==> src/rtl/core/stwq_pkg.sv <==
package stwq_pkg;

   localparam int unsigned CmdBits    = 2;
   localparam int unsigned IndexBits  = 4;
   localparam int unsigned ValueBits  = 16;
   localparam int unsigned CallerBits = 16;
   localparam int unsigned StatusBits = 3;
   localparam int unsigned SlotBits   = 4;
   localparam int unsigned WakeBits   = 16;

   typedef enum logic [CmdBits-1:0] {
      CMD_INIT    = 2'd0,
      CMD_UP      = 2'd1,
      CMD_DOWN    = 2'd2,
      CMD_RELEASE = 2'd3
   } cmd_type;

   typedef enum logic [StatusBits-1:0] {
      ST_OK        = 3'd0,
      ST_INVALID   = 3'd1,
      ST_WAITERS   = 3'd2,
      ST_SUSPENDED = 3'd3,
      ST_NO_SPACE  = 3'd4
   } status_type;

   localparam logic [ValueBits-1:0] CountMax = '1;

   typedef struct packed {
      logic [CmdBits-1:0]    cmd;
      logic [IndexBits-1:0]  slot_index;
      logic [ValueBits-1:0]  init_value;
      logic [CallerBits-1:0] caller;
   } req_type;

   typedef struct packed {
      logic [StatusBits-1:0] status;
      logic [SlotBits-1:0]   slot;
      logic                  wake_valid;
      logic [WakeBits-1:0]   wake_endpoint;
   } rsp_type;

endpackage

==> src/rtl/core/stwq_if.sv <==
interface stwq_req_if;
   logic              valid;
   logic              ready;
   stwq_pkg::req_type payload;
   modport source (output valid, output payload, input ready);
   modport sink   (input valid, input payload, output ready);
endinterface

interface stwq_rsp_if;
   logic              valid;
   logic              ready;
   stwq_pkg::rsp_type payload;
   modport source (output valid, output payload, input ready);
   modport sink   (input valid, input payload, output ready);
endinterface

==> src/rtl/core/semaphore_table_with_wait_queues.sv <==
// Semaphore table with per-slot FIFO wait queues. One request is processed at
// a time: the count and queue pointers of the addressed slot are read from a
// synchronous table memory, modified, and written back; the result is then
// held until rsp ready. Waiter ids live in a second memory (NUM_SEMS*WAIT_DEPTH
// words) read through a registered port at the queue head just fetched. After
// an init that reuses a released slot, the next-lowest released slot is found by
// a scan of the busy bits, one slot a cycle, before the result is offered.
module semaphore_table_with_wait_queues #(
   parameter int unsigned NUM_SEMS   = 16,
   parameter int unsigned WAIT_DEPTH = 8,
   parameter int unsigned ID_BITS    = 16
) (
   input logic clock,
   input logic reset,
   stwq_req_if.sink   req,
   stwq_rsp_if.source rsp
);

   localparam int unsigned SW = (NUM_SEMS > 1) ? $clog2(NUM_SEMS) : 1;
   localparam int unsigned SC = $clog2(NUM_SEMS + 1);
   localparam int unsigned QW = (WAIT_DEPTH > 1) ? $clog2(WAIT_DEPTH) : 1;
   localparam int unsigned FW = $clog2(WAIT_DEPTH + 1);
   localparam int unsigned WA = $clog2(NUM_SEMS * WAIT_DEPTH) > 0 ?
                                $clog2(NUM_SEMS * WAIT_DEPTH) : 1;
   localparam int unsigned VB = stwq_pkg::ValueBits;

   typedef struct packed {
      logic [VB-1:0] count;
      logic [QW-1:0] head;
      logic [FW-1:0] fill;
   } entry_type;

   typedef enum logic [4:0] {
      S_IDLE = 5'b00001,
      S_READ = 5'b00010,
      S_EXEC = 5'b00100,
      S_OUT  = 5'b01000,
      S_SCAN = 5'b10000
   } state_type;

   entry_type table_mem [NUM_SEMS];
   logic [ID_BITS-1:0] wait_mem [NUM_SEMS*WAIT_DEPTH];

   state_type state_ff, state_in;
   stwq_pkg::req_type req_ff;
   stwq_pkg::rsp_type rsp_ff, rsp_in;
   logic [NUM_SEMS-1:0] busy_ff, busy_in;
   logic [SC-1:0] fresh_ff, fresh_in;
   logic [SW-1:0] free_ff, free_in;
   logic free_vld_ff, free_vld_in;
   logic [SW-1:0] scan_ff, scan_in;
   logic [SW-1:0] slot_ff, slot_in;
   logic usable_ff, usable_in;
   logic grant_ff, grant_in;
   entry_type ent_rd_ff;
   logic [ID_BITS-1:0] wait_rd_ff;

   entry_type ent_wr;
   logic ent_we;
   logic [SW-1:0] ent_addr;
   logic wait_we;
   logic [WA-1:0] wait_waddr, wait_raddr;
   logic [QW-1:0] tail;
   logic [QW:0] tail_sum;
   logic [QW:0] head_inc;
   logic [31:0] idx_ext;

   assign req.ready = (state_ff == S_IDLE);
   assign rsp.valid = (state_ff == S_OUT);
   assign rsp.payload = rsp_ff;

   assign idx_ext = 32'(req_ff.slot_index);
   assign tail_sum = {1'b0, ent_rd_ff.head} + (QW+1)'(ent_rd_ff.fill);
   assign tail = (tail_sum >= (QW+1)'(WAIT_DEPTH)) ?
                 QW'(tail_sum - (QW+1)'(WAIT_DEPTH)) : QW'(tail_sum);
   assign head_inc = {1'b0, ent_rd_ff.head} + (QW+1)'(1);
   assign wait_raddr = WA'(slot_ff) * WA'(WAIT_DEPTH) + WA'(ent_rd_ff.head);
   assign wait_waddr = WA'(slot_ff) * WA'(WAIT_DEPTH) + WA'(tail);

   // table read port registered at S_READ
   always_ff @(posedge clock) begin
      ent_rd_ff  <= table_mem[slot_in];
      wait_rd_ff <= wait_mem[wait_raddr];
      if (ent_we) begin
         table_mem[ent_addr] <= ent_wr;
      end
      if (wait_we) begin
         wait_mem[wait_waddr] <= ID_BITS'(req_ff.caller);
      end
   end

   always_comb begin
      state_in    = state_ff;
      rsp_in      = rsp_ff;
      busy_in     = busy_ff;
      fresh_in    = fresh_ff;
      free_in     = free_ff;
      free_vld_in = free_vld_ff;
      scan_in     = scan_ff;
      slot_in     = slot_ff;
      usable_in   = usable_ff;
      grant_in    = grant_ff;
      ent_we      = 1'b0;
      ent_addr    = slot_ff;
      ent_wr      = ent_rd_ff;
      wait_we     = 1'b0;
      unique case (state_ff)
         S_IDLE: begin
            if (req.valid) begin
               state_in = S_READ;
               slot_in  = SW'(req.payload.slot_index);
            end
         end
         S_READ: begin
            rsp_in = '0;
            if (req_ff.cmd == stwq_pkg::CMD_INIT) begin
               usable_in = 1'b0;
               if (fresh_ff < SC'(NUM_SEMS)) begin
                  slot_in  = SW'(fresh_ff);
                  grant_in = 1'b1;
                  fresh_in = fresh_ff + SC'(1);
               end else if (free_vld_ff) begin
                  slot_in  = free_ff;
                  grant_in = 1'b1;
               end else begin
                  grant_in = 1'b0;
               end
            end else begin
               grant_in  = 1'b0;
               slot_in   = SW'(req_ff.slot_index);
               usable_in = (req_ff.slot_index != '0) && (idx_ext < NUM_SEMS) &&
                           busy_ff[SW'(req_ff.slot_index)];
            end
            state_in = S_EXEC;
         end
         S_EXEC: begin
            state_in = S_OUT;
            priority if (req_ff.cmd == stwq_pkg::CMD_INIT) begin
               if (grant_ff) begin
                  busy_in[slot_ff] = 1'b1;
                  ent_we       = 1'b1;
                  ent_wr.count = req_ff.init_value;
                  ent_wr.head  = '0;
                  ent_wr.fill  = '0;
                  rsp_in.slot  = stwq_pkg::SlotBits'(slot_ff);
                  if (free_vld_ff && slot_ff == free_ff) begin
                     free_vld_in = 1'b0;
                     scan_in     = slot_ff;
                     state_in    = S_SCAN;
                  end
               end else begin
                  rsp_in.status = stwq_pkg::ST_NO_SPACE;
               end
            end else if (!usable_ff) begin
               rsp_in.status = stwq_pkg::ST_INVALID;
            end else if (req_ff.cmd == stwq_pkg::CMD_UP) begin
               ent_we = 1'b1;
               if (ent_rd_ff.fill == '0) begin
                  if (ent_rd_ff.count != stwq_pkg::CountMax) begin
                     ent_wr.count = ent_rd_ff.count + VB'(1);
                  end
               end else begin
                  rsp_in.wake_valid    = 1'b1;
                  rsp_in.wake_endpoint = stwq_pkg::WakeBits'(wait_rd_ff);
                  ent_wr.head = (head_inc >= (QW+1)'(WAIT_DEPTH)) ? '0 : QW'(head_inc);
                  ent_wr.fill = ent_rd_ff.fill - FW'(1);
               end
            end else if (req_ff.cmd == stwq_pkg::CMD_DOWN) begin
               if (ent_rd_ff.count != '0) begin
                  ent_we       = 1'b1;
                  ent_wr.count = ent_rd_ff.count - VB'(1);
               end else if (ent_rd_ff.fill >= FW'(WAIT_DEPTH)) begin
                  rsp_in.status = stwq_pkg::ST_NO_SPACE;
               end else begin
                  ent_we        = 1'b1;
                  wait_we       = 1'b1;
                  ent_wr.fill   = ent_rd_ff.fill + FW'(1);
                  rsp_in.status = stwq_pkg::ST_SUSPENDED;
               end
            end else begin
               if (ent_rd_ff.fill != '0) begin
                  rsp_in.status = stwq_pkg::ST_WAITERS;
               end else begin
                  busy_in[slot_ff] = 1'b0;
                  if (!free_vld_ff || free_ff > slot_ff) begin
                     free_in     = slot_ff;
                     free_vld_in = 1'b1;
                  end
               end
            end
         end
         S_SCAN: begin
            // search for the next released slot above the one just reused
            if ((SC'(scan_ff) + SC'(1) >= SC'(NUM_SEMS)) ||
                (SC'(scan_ff) + SC'(1) >= fresh_ff)) begin
               state_in = S_OUT;
            end else begin
               scan_in = scan_ff + SW'(1);
               if (!busy_ff[scan_ff + SW'(1)]) begin
                  free_in     = scan_ff + SW'(1);
                  free_vld_in = 1'b1;
                  state_in    = S_OUT;
               end
            end
         end
         S_OUT: begin
            if (rsp.ready) begin
               state_in = S_IDLE;
            end
         end
         default: state_in = S_IDLE;
      endcase
   end

   always_ff @(posedge clock) begin
      if (reset) begin
         state_ff    <= S_IDLE;
         busy_ff     <= '0;
         fresh_ff    <= SC'(1);
         free_ff     <= '0;
         free_vld_ff <= 1'b0;
      end else begin
         state_ff    <= state_in;
         busy_ff     <= busy_in;
         fresh_ff    <= fresh_in;
         free_ff     <= free_in;
         free_vld_ff <= free_vld_in;
      end
      if (req.valid && req.ready) begin
         req_ff <= req.payload;
      end
      rsp_ff    <= rsp_in;
      scan_ff   <= scan_in;
      slot_ff   <= slot_in;
      usable_ff <= usable_in;
      grant_ff  <= grant_in;
   end

endmodule

==> src/flat_wrapper.sv <==
// flat-port wrapper written by rule: the top's interface ports become plain ports
module semaphore_table_with_wait_queues_flat 
#(
   parameter int unsigned NUM_SEMS   = 16,
   parameter int unsigned WAIT_DEPTH = 8,
   parameter int unsigned ID_BITS    = 16
)
  (clock, reset, req_valid, req_payload, req_ready, rsp_valid, rsp_payload, rsp_ready);
  stwq_req_if req_i ();
  stwq_rsp_if rsp_i ();
  input logic clock;
  input logic reset;
  input wire logic [$bits(req_i.valid)-1:0] req_valid;
  input wire logic [$bits(req_i.payload)-1:0] req_payload;
  output wire logic [$bits(req_i.ready)-1:0] req_ready;
  output wire logic [$bits(rsp_i.valid)-1:0] rsp_valid;
  output wire logic [$bits(rsp_i.payload)-1:0] rsp_payload;
  input wire logic [$bits(rsp_i.ready)-1:0] rsp_ready;
  assign req_i.valid = req_valid;
  assign req_i.payload = req_payload;
  assign req_ready = req_i.ready;
  assign rsp_valid = rsp_i.valid;
  assign rsp_payload = rsp_i.payload;
  assign rsp_i.ready = rsp_ready;
  semaphore_table_with_wait_queues #(.NUM_SEMS(NUM_SEMS), .WAIT_DEPTH(WAIT_DEPTH), .ID_BITS(ID_BITS)) u_core (.clock(clock), .reset(reset), .req(req_i), .rsp(rsp_i));
endmodule
==> config.mk <==
export PLATFORM = sky130hd
export DESIGN_NAME = semaphore_table_with_wait_queues_flat
export DESIGN_NICKNAME = d
export VERILOG_FILES = /design/src/rtl/core/stwq_pkg.sv /design/src/rtl/core/stwq_if.sv /design/src/rtl/core/semaphore_table_with_wait_queues.sv /design/src/flat_wrapper.sv
export SDC_FILE = /design/constraint.sdc
export NUM_CORES = 2
export LEC_CHECK = 0
export BUFFER_PORTS_ARGS = -buffer_cell sky130_fd_sc_hd__buf_2
export CORE_AREA = 2 2 449 451
export DETAILED_ROUTE_END_ITERATION = 10
export DIE_AREA = 0 0 451 453
export GPL_ROUTABILITY_DRIVEN = 0
export PLACE_DENSITY_LB_ADDON = 0.25
export SYNTH_ARGS = -nofsm -noshare
export SYNTH_HDL_FRONTEND = slang
export SYNTH_SLANG_ARGS = --single-unit
==> constraint.sdc <==
create_clock -name clock -period 3.3 [get_ports clock]
set_input_delay 0.495 -clock clock [delete_from_list [all_inputs] [get_ports clock]]
set_output_delay 0.495 -clock clock [all_outputs]
set_load 0.01 [all_outputs]
Yosys cells after proc, flatten, opt, wreduce, memory -nomap -nowiden
Memory sizes are Yosys's and may differ from the RTL's. A register that Yosys moved wholly into a read port is not among the register bits.
Cells that the tools add are included.
Operators by class
  $add $sub $neg: 12
  order comparisons: 12
  eq/ne operators: 40
  mux-type cells: 102
  bitwise operators: 3
  reductions and logical operators: 25
Operators with widths (number)
  $mux 16: 11
  $mux 23: 4
  $mux 4: 22
  $mux 17: 4
  $pmux 24 s2: 1
  $mux 5: 7
  $mux 1: 33
  $mux 3: 11
  $pmux 5 s5: 1
  $pmux 4 s2: 3
  $ne 2x1->1 const B: 11
  $lt 4x5->1 const B: 4
  $add 16x1->16 const B: 1
  $and 16x16->16: 1
  $ne 16x16->1 const B: 1
  $ne 2x2->1 const B: 8
  $not 16->16: 1
  $or 16x16->16: 1
  $reduce_bool 16->1: 1
  $sub 16x1->16 const B: 1
  $ne 3x2->1 const B: 5
  $reduce_and 5->1: 3
  $add 7x3->7: 2
  $ge 4x4->1 const B: 3
  other kinds (39): 54
Storage, ports and cells
  register bits: 103
  memory bits (writable): 2416
  bits of input ports: 42
  output and inout port bits: 26
  memories kept: 2
Memories
  u_core.wait_mem: words 128, bits a word 16, rd ports 1, clocked after Yosys merged registers in 1, wr ports 1, RTL line semaphore_table_with_wait_queues.sv:42  | logic [ID_BITS-1:0] wait_mem [NUM_SEMS*WAIT_DEPTH];
  u_core.table_mem: words 16, bits a word 23, rd ports 1, clocked after Yosys merged registers in 1, wr ports 1, RTL line semaphore_table_with_wait_queues.sv:41  | entry_type table_mem [NUM_SEMS];

Depth between registers and ports, before layout
  word-level depth: 11
  mapped depth: 10
  mapped depth without buffers: 9

Worst setup path after synthesis
OpenSTA, ideal clock, no wires.
  kind: flip-flop to flip-flop
  start point: register, netlist name u_core.ent_rd_ff[10]
  end point: memory u_core.wait_mem[76][0] (enable)
  data arrival time: 3161 ps
  setup slack: -270 ps
  stages on the path, launching flop included: 8
  cells stage by stage: dfxtp_1 buf_2 or4_4 nor4_4 and4_1 nor3b_4 nand2_1 nor3_1
Between the ends
  cells in the longest elaborated chain, start to end: 9
RTL lines
  $reduce_bool 16->1: RTL line semaphore_table_with_wait_queues.sv:169  | if (ent_rd_ff.count != '0) begin
  $mux 1: RTL line semaphore_table_with_wait_queues.sv:169
  $mux 1: RTL line semaphore_table_with_wait_queues.sv:168  | end else if (req_ff.cmd == stwq_pkg::CMD_DOWN) begin
  $mux 1: RTL line semaphore_table_with_wait_queues.sv:156  | end else if (req_ff.cmd == stwq_pkg::CMD_UP) begin
  $mux 1: RTL line semaphore_table_with_wait_queues.sv:154  | end else if (!usable_ff) begin
  $mux 1: RTL line semaphore_table_with_wait_queues.sv:138  | priority if (req_ff.cmd == stwq_pkg::CMD_INIT) begin
  $mux 1: RTL line semaphore_table_with_wait_queues.sv:107  | unique case (state_ff)
  $mux 1: RTL line semaphore_table_with_wait_queues.sv:87  | if (wait_we) begin
  $mux 1 (implied by the code): RTL line semaphore_table_with_wait_queues.sv:88  | wait_mem[wait_waddr] <= ID_BITS'(req_ff.caller);
  end: declaration: RTL line semaphore_table_with_wait_queues.sv:42
Every way passes these cells.

Worst setup path in the final report
  start point: register, netlist name u_core.ent_rd_ff[9]
  end point: memory u_core.wait_mem[55][3] (enable)
Between the ends
  cells in the longest elaborated chain, start to end: 9
RTL lines (RTL line)
  $reduce_bool 16->1: semaphore_table_with_wait_queues.sv:169
  $mux 1: semaphore_table_with_wait_queues.sv:169
  $mux 1: semaphore_table_with_wait_queues.sv:168
  $mux 1: semaphore_table_with_wait_queues.sv:156
  $mux 1: semaphore_table_with_wait_queues.sv:154
  $mux 1: semaphore_table_with_wait_queues.sv:138
  $mux 1: semaphore_table_with_wait_queues.sv:107
  $mux 1: semaphore_table_with_wait_queues.sv:87
  $mux 1 (implied by the code): semaphore_table_with_wait_queues.sv:88
Every way passes these cells.

==> results.rst <==
.. list-table::
   :header-rows: 1

   * - Metric
     - Value
   * - Status
     - finished, final reports clean
   * - Fraction of post-synthesis cell area in the top cell type by area
     - 75.25%
   * - Remaining antenna violation count after routing
     - 0
   * - Gr usage total
     - between 20% and 30%
   * - Cells taking the most area after synthesis
     - sky130_fd_sc_hd__edfxtp_1, sky130_fd_sc_hd__mux4_2, sky130_fd_sc_hd__mux2i_1
   * - Switching power total
     - ~32 mW
   * - Power density relative to cell area
     - ~850 nW/um^2
   * - Clock latency on the worst-skew pair
     - 0.91 ns
   * - Startpoint-to-endpoint class of the critical path
     - reg2reg
   * - Final net count
     - 5477
   * - Number of pins exceeding their max-slew limit in the final report
     - 0
   * - Total clock buffers created by CTS
     - 280
   * - Min-Delay Startpoint
     - rsp_ready
   * - First-pass GRT wire length
     - about 370000 um
   * - Worst flop-to-flop path startpoint
     - u_core.ent_rd_ff[9]
   * - Syn Inst Count
     - 4790
   * - Post-Place Cell Area
     - 108000 um^2
   * - HPWL after detailed placement
     - 158200 um
   * - Async set-or-reset flop fraction in the synthesized netlist
     - 0%
   * - Post-synth EDFFs
     - around 2500
   * - Clock-pin slew on the worst setup and hold paths
     - around 0.060 ns
   * - Non-filler cells in the finished layout
     - 8258
   * - Core region area
     - 199200 um^2
   * - Deepest level of the CTS H-tree
     - 5
   * - Total wire length after detailed routing
     - ~260000 um
   * - Number of flip-flops and latches in the synthesized netlist
     - 2558
   * - Via count of the first global-routing pass
     - slightly above 50000
   * - Final Cell Area
     - ~120000 um^2
   * - Die X
     - 451 um
   * - Type of the worst min-delay path
     - in2reg
   * - Global route overflow
     - 0
   * - Buffer cell driving the clock tree root
     - sky130_fd_sc_hd__clkbuf_16
   * - Number of buffer cells added on primary ports
     - 67
   * - Maximum fanout along the worst path
     - 16
   * - Max_cap viols
     - 0
   * - Max-slew headroom at the worst pin
     - 19.13%
   * - Top-Level Pins
     - 68
   * - Worst supply voltage drop on vdd
     - 0.6372 mV
   * - Kind of end point of the critical path
     - flip-flop
   * - Clock Sinks
     - 2558
   * - Leakage power
     - around 38 nW
   * - Initial standard-cell utilization of the core
     - 49.75%
   * - Mapped cell area
     - around 99000 um^2
   * - Leading cell types by count after synthesis
     - sky130_fd_sc_hd__edfxtp_1, sky130_fd_sc_hd__mux4_2, sky130_fd_sc_hd__mux2i_1, sky130_fd_sc_hd__nor2_1, sky130_fd_sc_hd__clkbuf_1
   * - Internal Power
     - 68.72 mW
   * - Layout Skew
     - 0.05402 ns
   * - Cell type contributing the most total cell area after synthesis
     - sky130_fd_sc_hd__edfxtp_1
   * - Critical Path Source Type
     - flip-flop
   * - Top FF cell, synth
     - sky130_fd_sc_hd__edfxtp_1
   * - Time the final worst path needs with I/O delays and setup
     - 3.202 ns
   * - Post-Synthesis Mean Instance Area
     - 20.69 um^2
   * - Total placed cells including tap cells
     - 7734
   * - Initial antenna violation count
     - 8
   * - Capture instance of the worst register-to-register path
     - u_core.wait_mem[55][3]
   * - Count of unresolved DRC violations after routing
     - 0
   * - Final number of hold-violating endpoints
     - 0
   * - Number of distinct library cells after synthesis
     - 73
   * - Synth warn
     - 0
   * - Proportion of total power due to net switching
     - 31.44%
   * - Required @ worst endpoint
     - just under 4 ns
   * - FF-to-FF path depth
     - 10
   * - Fraction of power consumed by combinational cells
     - 31.2%
   * - Sequential-to-total area share from yosys stat
     - 76.75%
   * - Cell count of the worst hold path
     - 5
   * - Worst-case register-to-register setup slack
     - 0.1 ns
   * - Standard-cell row count
     - 164
   * - Setup violation total in the final timing report
     - 0
   * - Overall die area
     - 204300 um^2
   * - Count leader, synth
     - sky130_fd_sc_hd__edfxtp_1
   * - TritonRoute pass-1 iters
     - 8
   * - First-iteration detailed-routing DRC count
     - 6405
   * - Share of post-route cells with drive strength above 1
     - 29.46%
   * - CTS max path bufs
     - 4
   * - Period utilisation layout
     - 97.03%
   * - Data arrival time of the critical path
     - 3.79 ns
   * - TritonCTS clock tree
     - yes
   * - Via count of the routed design
     - 51540
   * - Proportion of power drawn by the clock network
     - between 20 and 30%
   * - Worst Hold End
     - u_core.state_ff[1]
   * - Tightest Pin Transition
     - between 1 and 1.5 ns
   * - Vias per inst
     - ~6.2
   * - Synthesized netlist net count
     - 4855
   * - Pin count of the biggest net entering global routing
     - 129
   * - Post-detailed-route wirelength per cell
     - 31.33 um
   * - Signed area change from the synthesized netlist to the final layout
     - 18.39%
   * - Power share of the sequential group
     - 39.1%
   * - Height of the die
     - ~450 um
   * - Peak Freq
     - 312.3 MHz
final cells by class:
cell class | count | area [um^2]
inverter | 39 | 153.9
clock buffer | 343 | 7516
timing repair buffer | 615 | 6975
clock inverter | 127 | 1097
tap | 2656 | 3323
multi-input combinational | 1918 | 22200
fill | 14110 | 81890
antenna | 2 | 5.005
sequential | 2558 | 76080
layout by cell type, fill, tap and decap left out, drive strengths merged, types with 9 or more instances in the layout:
master	netlist	final
o21ai	74	74
dlygate4sd3	0	41
a222oi	9	9
clkbuf	164	346
nand2	102	102
o31ai	9	9
mux2	16	16
nand4	16	16
a22o	10	10
a221oi	20	20
dfxtp	74	74
o22ai	128	128
nor2b	11	11
and3	17	17
bufinv	0	19
nor2	216	216
buf	111	568
or4	27	27
and2	23	23
clkinv	4	99
a22oi	61	61
or3	21	21
nand3	50	50
xnor2	9	9
nor3	31	31
mux4	543	543
edfxtp	2484	2484
inv	35	40
ha	22	22
o221ai	23	23
mux2i	313	313
a21oi	58	58
kinds of logic (layout without fill, tap and decap cells):
group                    Yosys count  count (layout)  synth area share, %
buffers and inverters            314            1124                1.300
adder cells (fa/ha/maj)           23              23               0.2979
AND/OR/NAND/NOR                  549             549                2.671
XOR/XNOR                          11              11              0.09721
AO/OA/AOI/OAI                    463             463                3.205
flip-flops                      2558            2558                76.75
other                              0               2                    0
multiplexers                     872             872                15.68
stage by stage:
step	setup TNS (ns)	util, %	total power, mW	setup WS, ns	hold WS (ns)
after floorplan	-8.633	-	57.04	-0.2698	0.4504
after global placement	-0.9828	54.21	70.10	-0.07067	0.4721
after detailed placement	-0.6298	54.21	70.43	-0.09078	0.4815
after CTS	0	58.82	100.3	0.02633	0.09615
after global routing	-0.02091	58.90	103.3	-0.01065	0.1713
final	0	58.90	100.2	0.09807	0.1546
worst max-delay path, stage by stage (launching register included):
cell	delay, ns
sky130_fd_sc_hd__dfxtp_1	0.32
sky130_fd_sc_hd__or4_4	0.61
sky130_fd_sc_hd__nor4_4	0.34
sky130_fd_sc_hd__and4_4	0.28
sky130_fd_sc_hd__buf_4	0.12
sky130_fd_sc_hd__and3_2	0.25
sky130_fd_sc_hd__buf_4	0.19
sky130_fd_sc_hd__nand3_4	0.14
sky130_fd_sc_hd__buf_12	0.22
sky130_fd_sc_hd__nor2_2	0.20
sky130_fd_sc_hd__buf_12	0.19
metal layers:
layer / track usage, % / up-vias / share of wire, %
li1: - / 21300 / -
met1: 36.60 / 27190 / 40
met5: 0 / - / 0.0081
met3: 4.266 / 464 / 8.7
met2: 39.29 / 2579 / 47
met4: 8.659 / 4 / 3.5
registers in the layout, indices dropped and copies added (netlist names), 5 cells and up, named ones only:
name / count
u_core.ent_rd_ff: 23
u_core.rsp.payload: 24
u_core.wait_rd_ff: 16
u_core.state_ff: 5
u_core.fresh_ff: 5
u_core.wait_mem: 2048
u_core.table_mem: 368
u_core.req_ff: 34
worst max path at each step:
stage,from,endpoint,slack (ns),depth (start not counted)
6_report,u_core.ent_rd_ff[9],u_core.wait_mem[55][3],0.1,10
5_1_grt,u_core.req_ff[37],u_core.ent_rd_ff[9],-0.01,10
2_1_floorplan,u_core.ent_rd_ff[10],u_core.wait_mem[76][0],-0.27,7
3_3_place_gp,u_core.ent_rd_ff[4],u_core.wait_rd_ff[12],-0.07,9
4_1_cts,u_core.ent_rd_ff[4],u_core.wait_rd_ff[12],0.03,9
3_5_place_dp,u_core.ent_rd_ff[4],u_core.wait_rd_ff[5],-0.09,7
power by group through the flow:
| stage | combinational (mW) | clock [mW] | sequential (mW) |
|---|---|---|---|
| finish | 31.3 | 29.8 | 39.2 |
| global route | 32.7 | 31.4 | 39.2 |
| CTS | 31.1 | 30.1 | 39.1 |
| detailed placement | 30.6 | 0 | 39.8 |
| global placement | 30.3 | 0 | 39.8 |
| floorplan | 16.6 | 0 | 40.5 |
what timing repair did:
| item | in CTS | in global routing |
|---|---|---|
| hold endpoints to repair | 49 | 0 |
| pin swaps | 2 | 2 |
| buffers inserted | 2 | 3 |
| setup endpoints to repair | 89 | 158 |
| hold buffers | 41 | 0 |
| gates resized for setup | 9 | 17 |
| gates cloned | 3 | 3 |
Power figures use the tool's default switching activity.
